## config.mk

```make
export PLATFORM = sky130hd
export DESIGN_NAME = pcmo_regs
export DESIGN_NICKNAME = d
export VERILOG_FILES = /design/src/rtl/pcmo_pkg.sv /design/src/rtl/pcmo_regs.sv
export SDC_FILE = /design/constraint.sdc
export NUM_CORES = 1
export LEC_CHECK = 0
export BUFFER_PORTS_ARGS = -buffer_cell sky130_fd_sc_hd__buf_4
export CELL_PAD_IN_SITES_DETAIL_PLACEMENT = 1
export CELL_PAD_IN_SITES_GLOBAL_PLACEMENT = 1
export CORE_UTILIZATION = 37
export CTS_CLUSTER_SIZE = 24
export DETAILED_ROUTE_END_ITERATION = 10
export PLACE_DENSITY = 0.91
export SYNTH_ARGS = -nofsm -noshare
export SYNTH_HDL_FRONTEND = slang
export SYNTH_SLANG_ARGS = --single-unit
```

## constraint.sdc

```tcl
create_clock -name i_clk -period 1.7 [get_ports i_clk]
set_input_delay 0.085 -clock i_clk [delete_from_list [all_inputs] [get_ports i_clk]]
set_output_delay 0.085 -clock i_clk [all_outputs]
set_load 0.05 [all_outputs]
```

## src/rtl/pcmo_pkg.sv

```systemverilog
// ----------------------------------------------------------------------------
// pcmo_pkg
// shared types for the pixel color matrix overlay block
// ----------------------------------------------------------------------------
package pcmo_pkg;

    localparam int unsigned NUM_REGS = 7;
    localparam int unsigned ADDR_W   = 6;
    localparam int unsigned DATA_W   = 64;

    typedef enum logic [2:0] {
        REG_RED_ROW   = 3'd0,
        REG_GREEN_ROW = 3'd1,
        REG_BLUE_ROW  = 3'd2,
        REG_SCALES    = 3'd3,
        REG_OVL_EN    = 3'd4,
        REG_OVL_COLOR = 3'd5,
        REG_OVL_ALPHA = 3'd6
    } t_reg_idx;

    typedef struct packed {
        logic [47:0] red_row;
        logic [47:0] green_row;
        logic [47:0] blue_row;
        logic [47:0] scales;
        logic        ovl_en;
        logic [23:0] ovl_color;
        logic [7:0]  ovl_alpha;
    } t_cfg;

    typedef struct packed {
        logic [7:0] alpha;
        logic [7:0] blue;
        logic [7:0] green;
        logic [7:0] red;
    } t_pix;

endpackage

```

## src/rtl/pcmo_regs.sv

```systemverilog
// ----------------------------------------------------------------------------
// pcmo_regs
// apb register file holding matrix, scale and overlay settings
// ----------------------------------------------------------------------------
module pcmo_regs import pcmo_pkg::*; #(
    parameter int unsigned COEFF_FRAC_BITS = 12
) (
    input  logic              i_clk,
    input  logic              i_rst_n,
    input  logic              psel,
    input  logic              penable,
    input  logic              pwrite,
    input  logic [ADDR_W-1:0] paddr,
    input  logic [DATA_W-1:0] pwdata,
    output logic [DATA_W-1:0] prdata,
    output logic              pready,
    output t_cfg              o_cfg
);

    localparam logic [16:0] ONE_FULL = 17'(1) << COEFF_FRAC_BITS;
    localparam logic [47:0] ONE16    = {32'd0, ONE_FULL[15:0]};

    t_cfg     r_cfg;
    logic     w_wr;
    t_reg_idx w_idx;

    assign pready = 1'b1;
    assign w_wr   = psel & penable & pwrite & pready;
    assign w_idx  = t_reg_idx'(paddr[5:3]);

    always_ff @(posedge i_clk) begin
        if (!i_rst_n) begin
            r_cfg.red_row   <= ONE16;
            r_cfg.green_row <= ONE16 << 16;
            r_cfg.blue_row  <= ONE16 << 32;
            r_cfg.scales    <= ONE16 | (ONE16 << 16) | (ONE16 << 32);
            r_cfg.ovl_en    <= 1'b0;
            r_cfg.ovl_color <= 24'd0;
            r_cfg.ovl_alpha <= 8'd128;
        end else if (w_wr) begin
            case (w_idx)
                REG_RED_ROW:   r_cfg.red_row   <= pwdata[47:0];
                REG_GREEN_ROW: r_cfg.green_row <= pwdata[47:0];
                REG_BLUE_ROW:  r_cfg.blue_row  <= pwdata[47:0];
                REG_SCALES:    r_cfg.scales    <= pwdata[47:0];
                REG_OVL_EN:    r_cfg.ovl_en    <= pwdata[0];
                REG_OVL_COLOR: r_cfg.ovl_color <= pwdata[23:0];
                REG_OVL_ALPHA: r_cfg.ovl_alpha <= pwdata[7:0];
                default: ;
            endcase
        end
    end

    always_comb begin
        case (w_idx)
            REG_RED_ROW:   prdata = {16'd0, r_cfg.red_row};
            REG_GREEN_ROW: prdata = {16'd0, r_cfg.green_row};
            REG_BLUE_ROW:  prdata = {16'd0, r_cfg.blue_row};
            REG_SCALES:    prdata = {16'd0, r_cfg.scales};
            REG_OVL_EN:    prdata = {63'd0, r_cfg.ovl_en};
            REG_OVL_COLOR: prdata = {40'd0, r_cfg.ovl_color};
            REG_OVL_ALPHA: prdata = {56'd0, r_cfg.ovl_alpha};
            default:       prdata = '0;
        endcase
    end

    assign o_cfg = r_cfg;

endmodule

```

* After elaboration in Yosys (flattened, before gate mapping)
Index checks and enable logic that the tools add are counted.
Storage, ports and cells: register bits after elaboration 225, bits of input ports 75, output and inout bits 290, word-level logic and storage cells 24
Cells by class: eq/ne operators 6, muxes and demuxes 1, bitwise gates (word level) 2, reductions and logical operators 8
Operators by type and width (number):
- $pmux 48 s7 | 1
- $reduce_and 2->1 | 7
- $eq 3x3->1 const B | 3
- $eq 3x2->1 const B | 2
- $eq 3x1->1 const B | 1
- $logic_not 3->1 | 1
- $and 1x1->1 | 2

* Longest topological paths before layout
depth after elaboration 3, mapped depth 8

* Least setup slack after synthesis
OpenSTA, ideal clock, no wires.
path kind flip-flop to output port, from register r_cfg, in the netlist o_cfg[34], to output prdata[1], data arrival time 2.076 ns, data required time 1.615 ns, slack -0.461 ns, stages on the path, launching flop included 4, buffers on the path 0, path through dfxtp_1 > mux2i_1 > a2bb2oi_1 > a21boi_0
Between the ends: longest elaborated chain between the ends 1
Ends and longest elaborated chain:
- start, declared | RTL line pcmo_regs.sv:23 | t_cfg r_cfg;
- $pmux 48 s7 | RTL line pcmo_regs.sv:55 | case (w_idx)
- end, declared | RTL line pcmo_regs.sv:15 | output logic [DATA_W-1:0] prdata,
Every way passes these cells.

* Final worst setup path
from register r_cfg, in the netlist o_cfg[168], to output prdata[39]
Same word-level chain as after synthesis.

==> run metrics <==
outcome=complete, but fails checks; violations in the final reports=setup timing; worst hold-check path type=primary input to register; drt total wl=about 42000 µm; Post-Layout Cell Count=approximately 1800; residual overflow from global routing=0; max-slew violation count=0; Static Leakage=approximately 0.0066 µW; maximum clock path buffer count=3; global-route usage over all layers=29.0%; final critical delay including setup and external delays=1.80 ns; Detailed Routing Iterations Pass 1=4; die boundary width=167 µm; depth of the CTS H-tree=1; clock network latency to the later pin of the worst-skew pair=0.52 ns; Max-Slew Margin vs Limit=58.1%; Filler Cell Count=about 2800; crit path capture type=primary output; crit path buf inv count=1; post-placement cell count=1627; area share of the largest cell type after synthesis=44.6%; maximum clock frequency=between 500 and 600 MHz; EDFF count, synth=0; Die Y=roughly 170 µm; vias after detailed routing=9548; Worst path slowest cell=sky130_fd_sc_hd__mux4_2; total half-perimeter wirelength after legalization and detailed placement=24900 µm; RSZ-0062 raised after global routing=true; met1 usage=between 30% and 40%; critical path launch point type=register; number of DRC violations after detailed-routing iteration 0=513; clock edge transition at the registers on the reported setup and hold paths=0.06 ns; Final Skew=0 ns; number of antenna violations at the first check in global routing=0; Core Rows=60; CTS root buffer=sky130_fd_sc_hd__clkbuf_16; Sink Count=225; RePlAce Congestion=0.827; drt wl/cell=23.9 µm; number of instances in the synthesized netlist=1001; vias per cell=approximately 5.4; vias in the first global route=10340; count of pins on the block boundary=365; gr busiest metal=met2; least setup slack across all paths after layout=-0.103 ns; initial cell density of the core=37.6%; Most used DFF post-synth=sky130_fd_sc_hd__dfxtp_1; DRC violations left=0; final net count=1495; die footprint=28000 µm²; number of CTS-inserted buffers=26; top area cells in the synthesized netlist=sky130_fd_sc_hd__dfxtp_1 45%, sky130_fd_sc_hd__mux2i_1 26%, sky130_fd_sc_hd__nand2_1 10%; CP max FO=3; global-route wire length before repair=approximately 63000 µm; flop and latch count out of synthesis=225; cell taking the most area after synthesis=sky130_fd_sc_hd__dfxtp_1; share of the core filled with cells=57.0%; Routed Antenna Nets=0; pin count of the biggest net entering global routing=49; Area Overhead vs Synth=51.5%; max-cap violation count=0; Placeable Area=26900 µm²; post-synthesis sequential area ratio=44.6%; yosys synthesis warning count=0; CP Data Required Time=1.62 ns; Tcrit/Tclk final=106%; cell area after synthesis=10100 µm²; final-report setup violation count=23; unique cell type count in the Yosys netlist=34; WP data arrival=1.72 ns; worst-case vdd ir drop=0.000699 V; dominant delay contributor by cell family on the critical path=multiplexers; number of buffers inserted by port buffering=328; start-to-end type of the worst setup path=register to primary output; total count of hold-check failures in the final report=0; sum of negative setup slack=-0.974 ns; Synth Area per Inst=between 10 and 15 µm²; critical path, cell by cell=mux4_2, nor2b_1, buf_6; met3 Use GR=7.45%; proportion of layout cells with a drive suffix above 1=45.1%; max FFs per register=225; global routing met2 resource utilization=53.4%; clock tree from TritonCTS=yes; fraction of registers with async set or reset after synthesis=0%; power density relative to cell area=813 nW/µm²; worst slew pin tran=0.628 ns; CP peak stage delay=0.48 ns; antenna diode count=0
[logic make-up after synthesis]
| kind of cell | count (synthesis) | share of synthesized area (%) |
|---|---|---|
| buf+inv | 102 | 6.05 |
| simple gates | 325 | 13.3 |
| compound gates | 57 | 4.27 |
| other cells | 2 | 0.0743 |
| mux | 290 | 31.8 |
| flops | 225 | 44.6 |
[cells in the mapped netlist, types with 5 or more instances]
master                     count
sky130_fd_sc_hd__buf_2        12
sky130_fd_sc_hd__o221ai_1     15
sky130_fd_sc_hd__buf_6        13
sky130_fd_sc_hd__nand2_1     282
sky130_fd_sc_hd__a31oi_1       5
sky130_fd_sc_hd__buf_4        31
sky130_fd_sc_hd__mux4_2       24
sky130_fd_sc_hd__clkbuf_1     42
sky130_fd_sc_hd__mux2i_1     260
sky130_fd_sc_hd__o21ai_0      12
sky130_fd_sc_hd__mux2_2        6
sky130_fd_sc_hd__nor2b_1      25
sky130_fd_sc_hd__o211ai_1      5
sky130_fd_sc_hd__dfxtp_1     225
[layout make-up]
type                       instances  area (µm²)  area share, %
sequential                       225        4640           30.3
timing repair buffer             474        4040           26.4
multi-input combinational        689        5310           34.7
inverter                           4        15.0         0.0980
tap                              341         427           2.79
clock inverter                    11         105          0.686
clock buffer                      36         779           5.09
[per-layer routing]
layer / wire [µm] / part of all wire, %
met5: 0 / 0
met1: 15800 / 37
met4: 2070 / 4.9
met3: 2970 / 7.0
met2: 21700 / 51
[per-stage QoR]
stage	hold slack, ns	area, µm²	total power, µW	worst slack, ns
finish	0.0207	15300	12400	-0.103
global route	0.0345	15300	12800	-0.131
CTS	0.0140	15100	12400	-0.0449
detailed placement	0.392	13100	6600	0.116
global placement	0.373	13100	6580	0.124
floorplan	0.250	10300	6220	-0.0937
[worst reg2reg max path, stage by stage, from the launching register on]
cell	delay, ns
sky130_fd_sc_hd__dfxtp_2	0.34
sky130_fd_sc_hd__buf_4	0.12
sky130_fd_sc_hd__nand2_1	0.04
sky130_fd_sc_hd__mux2i_1	0.21
[power by group]
group / leakage [µW] / internal, µW / total, µW / switching (µW)
Combinational: 0.00432 / 473 / 1310 / 837
Clock: 0.000449 / 3490 / 5790 / 2310
Sequential: 0.00186 / 5310 / 5340 / 36.3
[repair_timing]
| action | CTS | global route |
|---|---|---|
| endpoints found under the setup margin | 29 | 31 |
| endpoints found under the hold margin | 214 | 0 |
| hold buffers | 48 | 0 |
| pin swaps | 2 | 1 |
| gates resized for setup | 129 | 39 |
| setup buffers | 44 | 14 |
[worst paths after layout]
kind	startpoint	to	slack, ns	cells past startpoint
worst max-delay path	o_cfg[168]$_SDFFE_PN0P_	prdata[39]	-0.10	3
worst min-delay path	i_rst_n	o_cfg[45]$_SDFFE_PN1P_	0.02	2
worst max register to register	o_cfg[64]$_SDFFE_PN0P_	o_cfg[64]$_SDFFE_PN0P_	0.89	3
worst min register to register	o_cfg[133]$_SDFFE_PN0P_	o_cfg[133]$_SDFFE_PN0P_	0.47	2
[cell usage in the layout, fill, tap and decap left out, drive strengths merged, types with 2 or more instances in the layout]
cell,count
conb,17
nand2,282
nor2,6
and3b,2
clkbuf,37
dlygate4sd3,48
o221ai,15
bufinv,2
inv,4
nor2b,25
o211ai,5
clkinv,9
nand2b,3
buf,425
o311ai,4
o21ai,12
dfxtp,225
nand3b,3
a21boi,4
or2,2
mux2,6
mux4,24
a221o,2
a31oi,5
mux2i,260
a2bb2oi,4
o2bb2ai,2
No activity file was read; power rests on OpenSTA's default activity.
