==> src/rtl/pcmo_pkg.sv <==
// ----------------------------------------------------------------------------
// pcmo_pkg
// shared types for the pixel color matrix overlay block
// ----------------------------------------------------------------------------
package pcmo_pkg;

    localparam int unsigned NUM_REGS = 7;
    localparam int unsigned ADDR_W   = 6;
    localparam int unsigned DATA_W   = 64;

    typedef enum logic [2:0] {
        REG_RED_ROW   = 3'd0,
        REG_GREEN_ROW = 3'd1,
        REG_BLUE_ROW  = 3'd2,
        REG_SCALES    = 3'd3,
        REG_OVL_EN    = 3'd4,
        REG_OVL_COLOR = 3'd5,
        REG_OVL_ALPHA = 3'd6
    } t_reg_idx;

    typedef struct packed {
        logic [47:0] red_row;
        logic [47:0] green_row;
        logic [47:0] blue_row;
        logic [47:0] scales;
        logic        ovl_en;
        logic [23:0] ovl_color;
        logic [7:0]  ovl_alpha;
    } t_cfg;

    typedef struct packed {
        logic [7:0] alpha;
        logic [7:0] blue;
        logic [7:0] green;
        logic [7:0] red;
    } t_pix;

endpackage

==> src/rtl/pcmo_blend.sv <==
// ----------------------------------------------------------------------------
// pcmo_blend
// two stage source-over blend of the overlay color, rounded divide by 255
// ----------------------------------------------------------------------------
module pcmo_blend import pcmo_pkg::*; (
    input  logic i_clk,
    input  logic i_rst_n,
    input  logic i_en,
    input  logic i_valid,
    input  t_pix i_pix,
    input  t_cfg i_cfg,
    output logic o_valid,
    output t_pix o_pix
);

    function automatic logic [7:0] div255(input logic [16:0] x);
        logic [16:0] t;
        t = x + (x >> 8) + 17'd1;
        return t[15:8];
    endfunction

    logic [1:0]  r_vld;
    logic [16:0] r_acc [4];
    logic [16:0] n_acc [4];
    t_pix        r_pix;
    t_pix        r_out;
    t_pix        n_out;

    logic [7:0] w_c  [3];
    logic [7:0] w_oc [3];
    logic [7:0] w_inv;
    logic [7:0] w_oa;

    assign w_oa    = i_cfg.ovl_alpha;
    assign w_inv   = 8'd255 - w_oa;
    assign w_c[0]  = i_pix.red;
    assign w_c[1]  = i_pix.green;
    assign w_c[2]  = i_pix.blue;
    assign w_oc[0] = i_cfg.ovl_color[23:16];
    assign w_oc[1] = i_cfg.ovl_color[15:8];
    assign w_oc[2] = i_cfg.ovl_color[7:0];

    always_comb begin
        for (int ch = 0; ch < 3; ch++) begin
            n_acc[ch] = 17'(w_oc[ch] * w_oa) + 17'(w_c[ch] * w_inv) + 17'd127;
        end
        n_acc[3] = 17'(i_pix.alpha * w_inv) + 17'd127;
        if (i_cfg.ovl_en) begin
            n_out.red   = div255(r_acc[0]);
            n_out.green = div255(r_acc[1]);
            n_out.blue  = div255(r_acc[2]);
            n_out.alpha = w_oa + div255(r_acc[3]);
        end else begin
            n_out = r_pix;
        end
    end

    always_ff @(posedge i_clk) begin
        if (!i_rst_n) begin
            r_vld <= '0;
        end else if (i_en) begin
            r_vld <= {r_vld[0], i_valid};
        end
    end

    always_ff @(posedge i_clk) begin
        if (i_en) begin
            r_acc <= n_acc;
            r_pix <= i_pix;
            r_out <= n_out;
        end
    end

    assign o_valid = r_vld[1];
    assign o_pix   = r_out;

endmodule

==> config.mk <==
export PLATFORM = sky130hd
export DESIGN_NAME = pcmo_blend
export DESIGN_NICKNAME = d
export VERILOG_FILES = /design/src/rtl/pcmo_pkg.sv /design/src/rtl/pcmo_blend.sv
export SDC_FILE = /design/constraint.sdc
export NUM_CORES = 1
export LEC_CHECK = 0
export ABC_CLOCK_PERIOD_IN_PS = 18600
export BUFFER_PORTS_ARGS = -buffer_cell sky130_fd_sc_hd__buf_2
export CAP_MARGIN = 0
export CORE_ASPECT_RATIO = 1.4
export CORE_MARGIN = 4
export CORE_UTILIZATION = 30
export DETAILED_ROUTE_END_ITERATION = 8
export PLACE_DENSITY = 0.53
export SETUP_SLACK_MARGIN = 0.4
export SLEW_MARGIN = 20
export SYNTH_ARGS = -nofsm -noshare
export SYNTH_HDL_FRONTEND = slang
export SYNTH_SLANG_ARGS = --single-unit
==> constraint.sdc <==
create_clock -name i_clk -period 18.6 [get_ports i_clk]
set_input_delay 3.72 -clock i_clk [delete_from_list [all_inputs] [get_ports i_clk]]
set_output_delay 3.72 -clock i_clk [all_outputs]
set_load 0.01 [all_outputs]
[Yosys cells after proc, flatten, opt, wreduce, memory -nomap -nowiden]
Index checks and enable logic that the tools add are counted.
Widths: inputs -> output; s select.
Operators by class
  add/subtract/negate cells: 17
  $mul: 7
  divide/modulo/power cells: 0
  magnitude comparators: 0
  equality and inequality tests: 0
  shifts and indexed selects: 0
  multiplexer cells: 1
  bitwise operators: 0
  reduce and logical (&&, ||, !) cells: 0
Operators with widths (count)
  $mul 8x8->16: 7
  $add 16x1->16 const B: 4
  $add 16x9->16: 4
  $add 16x16->17: 3
  $add 17x7->17 const B: 3
  $mux 32: 1
  $add 16x7->17 const B: 1
  $add 8x8->8: 1
  $sub 8x8->8 const A: 1
Word-level totals
  register bits after elaboration: 134
  latch bits: 0
  bits in writable memories: 0
  bits in read-only memories: 0
  input bits: 261
  output and inout bits: 33
  word-level logic and storage cells: 38
  memories: 0

[Logic depth before layout (Yosys ltp)]
  depth in word-level cells: 4
  mapped depth: 22
  mapped depth without buffers: 20

[Least setup slack after synthesis]
No wires, ideal clock.
  path type: input port to flip-flop
  start point: input i_cfg[1] (netlist name)
  end point: register r_acc[33] (netlist name), data pin
  setup time: 0.258 ns
  data arrival time: 9.098 ns
  data required time: 18.342 ns
  setup slack: 9.244 ns
  stages: 19
  path buffers: 2
  cell sequence: clkbuf_1 clkbuf_1 nand2_1 fa_1 fa_1 inv_1 fa_1 fa_1 fa_1 inv_1 fa_1 inv_1 ha_1 a21o_1 a2111oi_4 a211oi_2 a2111oi_4 a21oi_2 xnor2_1
RTL lines
  start, declared: RTL line pcmo_blend.sv:11  | input t_cfg i_cfg,
  end signal, assigned: RTL line pcmo_blend.sv:68  | r_acc <= n_acc;
  end, declared: RTL line pcmo_blend.sv:23  | logic [16:0] r_acc [4];

==> results.sh <==
export IMPL_drt_iter0_markers=474
export IMPL_crit_slowest_cell="fa_1"
export IMPL_power_total_mw=4.48
export IMPL_setup_tns_ns=0
export IMPL_crit_path_start="i_cfg[1]"
export IMPL_use_met3_pct=1.83
export IMPL_antenna_found_initial=12
export IMPL_fin_nets=3105
export IMPL_port_buffers=101
export IMPL_ant_nets=0
export IMPL_ys_flop_type="edfxtp_1"
export IMPL_fp_row_count=116
export IMPL_whs_ns=0.518
export IMPL_arrival_ns=9.88
export IMPL_path_delay_family="adder cells"
export IMPL_place_hpwl_um=41600
export IMPL_syn_area_per_cell_um2=10.1
export IMPL_fp_dieH_um=327
export IMPL_async_reset_ff_share_pct=0
export IMPL_avgRoutedWirePerCell_um=16.6
export IMPL_required_ns=18.79
export IMPL_drc=0
export IMPL_dp_cells=3163
export IMPL_worst_path_buf_inv=5
export IMPL_post_cts_setup_buffers=0
export IMPL_htree_num_levels=4
export IMPL_syn_nets=3029
export IMPL_ys_types=58
export IMPL_cts_sinks=134
export IMPL_power_density_nw_per_um2=187
export IMPL_hold_viol=0
export IMPL_synth_seq_area_share_pct=18.4
export IMPL_clk_pin_slew_ns=0.07
export IMPL_routed_via_count=14999
export IMPL_cts_max_path_buffers=2
export IMPL_rrSetupSlack_ns=14.76
export IMPL_post_place_ws_ns=8.37
export IMPL_multi_input_area_um2=15900
export IMPL_grtUsageTotal_pct=14.3
export IMPL_crit_type="in -> reg"
export IMPL_fp_coreArea_um2=71700
export IMPL_max_slew_margin_pct=41.0
export IMPL_synth_top_area_share_pct=32.6
export IMPL_grt_busiest_layer="met2"
export IMPL_n_fill_cell=7320
export IMPL_cts_hold_buf=0
export IMPL_drive_above_1_share_pct=7.24
export IMPL_setup_ws_ns=8.91
export IMPL_ys_ff_latch=134
export IMPL_root_buffer="clkbuf_16"
export IMPL_status="finished, final reports clean"
export IMPL_finalInstanceArea_um2=24000
export IMPL_p_leak_nw=11.4
export IMPL_place_congestion=0.808
export IMPL_r2r_cells=14
export IMPL_cts_tree="done"
export IMPL_area_sequential_um2=4000
export IMPL_grt_pass1_wl_um=88600
export IMPL_worstHoldStart="r_vld[1]"
export IMPL_maxCapViolCount=0
export IMPL_netlist_area_um2=21800
export IMPL_dieWidth_um=236
export IMPL_grt_ovfl_total=0
export IMPL_post_route_util_pct=33.4
export IMPL_insertion_delay_ns=0.44
export IMPL_final_cells=3202
export IMPL_start_util_pct=30.4
export IMPL_period_share_pct=52.1
export IMPL_area_growth_pct=10.0
export IMPL_synth_top_area_cell="fa_1"
export IMPL_cts_resized=0
export IMPL_skew_ns=0.0120
export IMPL_holdPathStages=2
export IMPL_rsz0062_at_grt="false"
export IMPL_syn_inst=2162
export IMPL_grt_max_degree=71
export IMPL_ir_drop_v=0.000124
export IMPL_rr_endpoint="o_pix[31]"
export IMPL_timing_rr_start="r_acc[10]"
export IMPL_crit_path_cell_trace="buf_2 > buf_4 > nand2_1 > fa_1 > fa_1 > inv_1 > fa_1 > fa_1 > fa_1 > inv_1 > fa_1 > inv_1 > ha_1 > a21o_1 > a2111oi_4 > a211oi_2 > a2111oi_4 > a21oi_2 > xnor2_1"
export IMPL_drv_slew=0
export IMPL_cts_made_buffers=17
export IMPL_cp_common_cell="fa_1"
export IMPL_fmax_mhz=103
export IMPL_max_stage_delay_ns=0.55
export IMPL_placed_area_um2=23300
export IMPL_met2_usage_pct=27.9
export IMPL_drt_wl_total_um=53300
export IMPL_drt_first_pass_iters=5
export IMPL_hold_path_endpoint="r_vld[1]"
export IMPL_die_area_um2=77000
export IMPL_grt_pass1_vias=17248
export IMPL_io_pins=294
export IMPL_worstHoldPathType="reg -> reg"
export IMPL_synth_area_leaders="fa_1 33%, edfxtp_1 18%, ha_1 14%"
export IMPL_setup_worst_path_start_class="input pin"
export IMPL_synth_edf_count=132
export IMPL_vias_per_cell=4.68
export IMPL_synth_warnings=0
export IMPL_period_minus_slack_ns=9.69
export IMPL_crit_fanout=32
export IMPL_worst_slew_pin_slew_ns=0.885
export IMPL_setup_viol=0
export IMPL_grtUsageMet1_pct=15.9
export IMPL_end_kind="flop"
final cells by class:
cell class	count	area share (%)
Multi-Input combinational cell	1528	66.3
Sequential cell	134	16.7
Inverter	444	6.96
Tap cell	944	4.93
Timing Repair Buffer	113	2.51
Clock buffer	18	1.83
Clock inverter	14	0.632
Antenna cell	7	0.0731
cell families (layout without fill, tap and decap cells):
logic type,after synthesis,in the layout,synth area share (%)
and+or+nand+nor,638,638,16.1
adders and majority gates,606,606,47.1
buffers and inverters,500,589,8.62
AOI/OAI and AO/OA,206,206,6.60
DFF,134,134,18.4
xor gates and xnor gates,68,68,2.74
muxes,10,10,0.500
other,0,7,0
worst max-delay path by stage:
stage / end / slack, ns / cells past startpoint
floorplan: r_acc[33] / 9.24 / 19
global placement: r_acc[33] / 8.49 / 19
detailed placement: r_acc[33] / 8.37 / 19
CTS: r_acc[33] / 8.86 / 19
global route: r_acc[33] / 8.67 / 19
finish: r_acc[33] / 8.91 / 19
layer usage:
layer / up-vias / part of all wire, % / wire length, um
met4: 10 / 2.6 / 1370
met2: 244 / 55 / 29100
met5: - / 0.14 / 76
met3: 108 / 3.0 / 1600
li1: 6976 / - / -
met1: 7661 / 40 / 21200
registers in the layout, indices dropped and copies added (netlist names):
name   cells
r_vld      2
r_acc     68
o_pix     32
r_pix     32
cell usage after synthesis (3+ instances only):
cell type / instances
a211oi_2: 3
or2_2: 3
o311a_1: 3
mux2i_1: 3
a21o_1: 23
or4_1: 7
o211ai_1: 7
nor2b_1: 127
xnor2_1: 42
a211o_1: 3
and3_1: 9
clkbuf_1: 55
nand2b_1: 144
edfxtp_1: 132
and2_1: 106
nor3_1: 21
inv_1: 444
a21oi_1: 49
xor2_1: 26
o21ai_1: 18
a211oi_1: 17
or3_1: 5
ha_1: 251
o2bb2ai_1: 3
nor4_1: 3
nand3_1: 18
o21bai_1: 3
o21a_1: 23
nor2_1: 66
nand4_1: 7
nand2_1: 117
fa_1: 355
mux2_2: 7
o21ai_0: 14
o2111ai_1: 8
a31oi_1: 12
power by group:
| group | leakage, nW | switching, mW | total, mW | internal, mW |
|---|---|---|---|---|
| clock | 0.275 | 0.136 | 0.337 | 0.201 |
| sequential | 1.31 | 0.0695 | 0.695 | 0.625 |
| combinational | 9.82 | 1.89 | 3.44 | 1.55 |
| total | 11.4 | 2.09 | 4.48 | 2.38 |
worst min-delay path: stages, from the launching register on:
cell     delay (ns)
dfxtp_1        0.32
mux2i_1        0.06
nor2b_1        0.10
cell usage in the layout, fill, tap and decap left out, types with 9 or more instances in the layout:
master     Yosys  layout
xor2_1        26      26
a21o_1        23      23
a21oi_1       49      49
and3_1         9       9
o21a_1        23      23
nand2b_1     144     144
a31oi_1       12      12
o21ai_0       14      14
nor3_1        21      21
ha_1         251     251
buf_4          0      12
inv_1        444     444
nand3_1       18      18
buf_2          0     100
xnor2_1       42      42
nand2_1      117     117
edfxtp_1     132     132
clkbuf_16      0      17
fa_1         355     355
and2_1       106     106
nor2b_1      127     127
nor2_1        66      66
a211oi_1      17      17
o21ai_1       18      18
No activity file was read; power rests on OpenSTA's default activity.
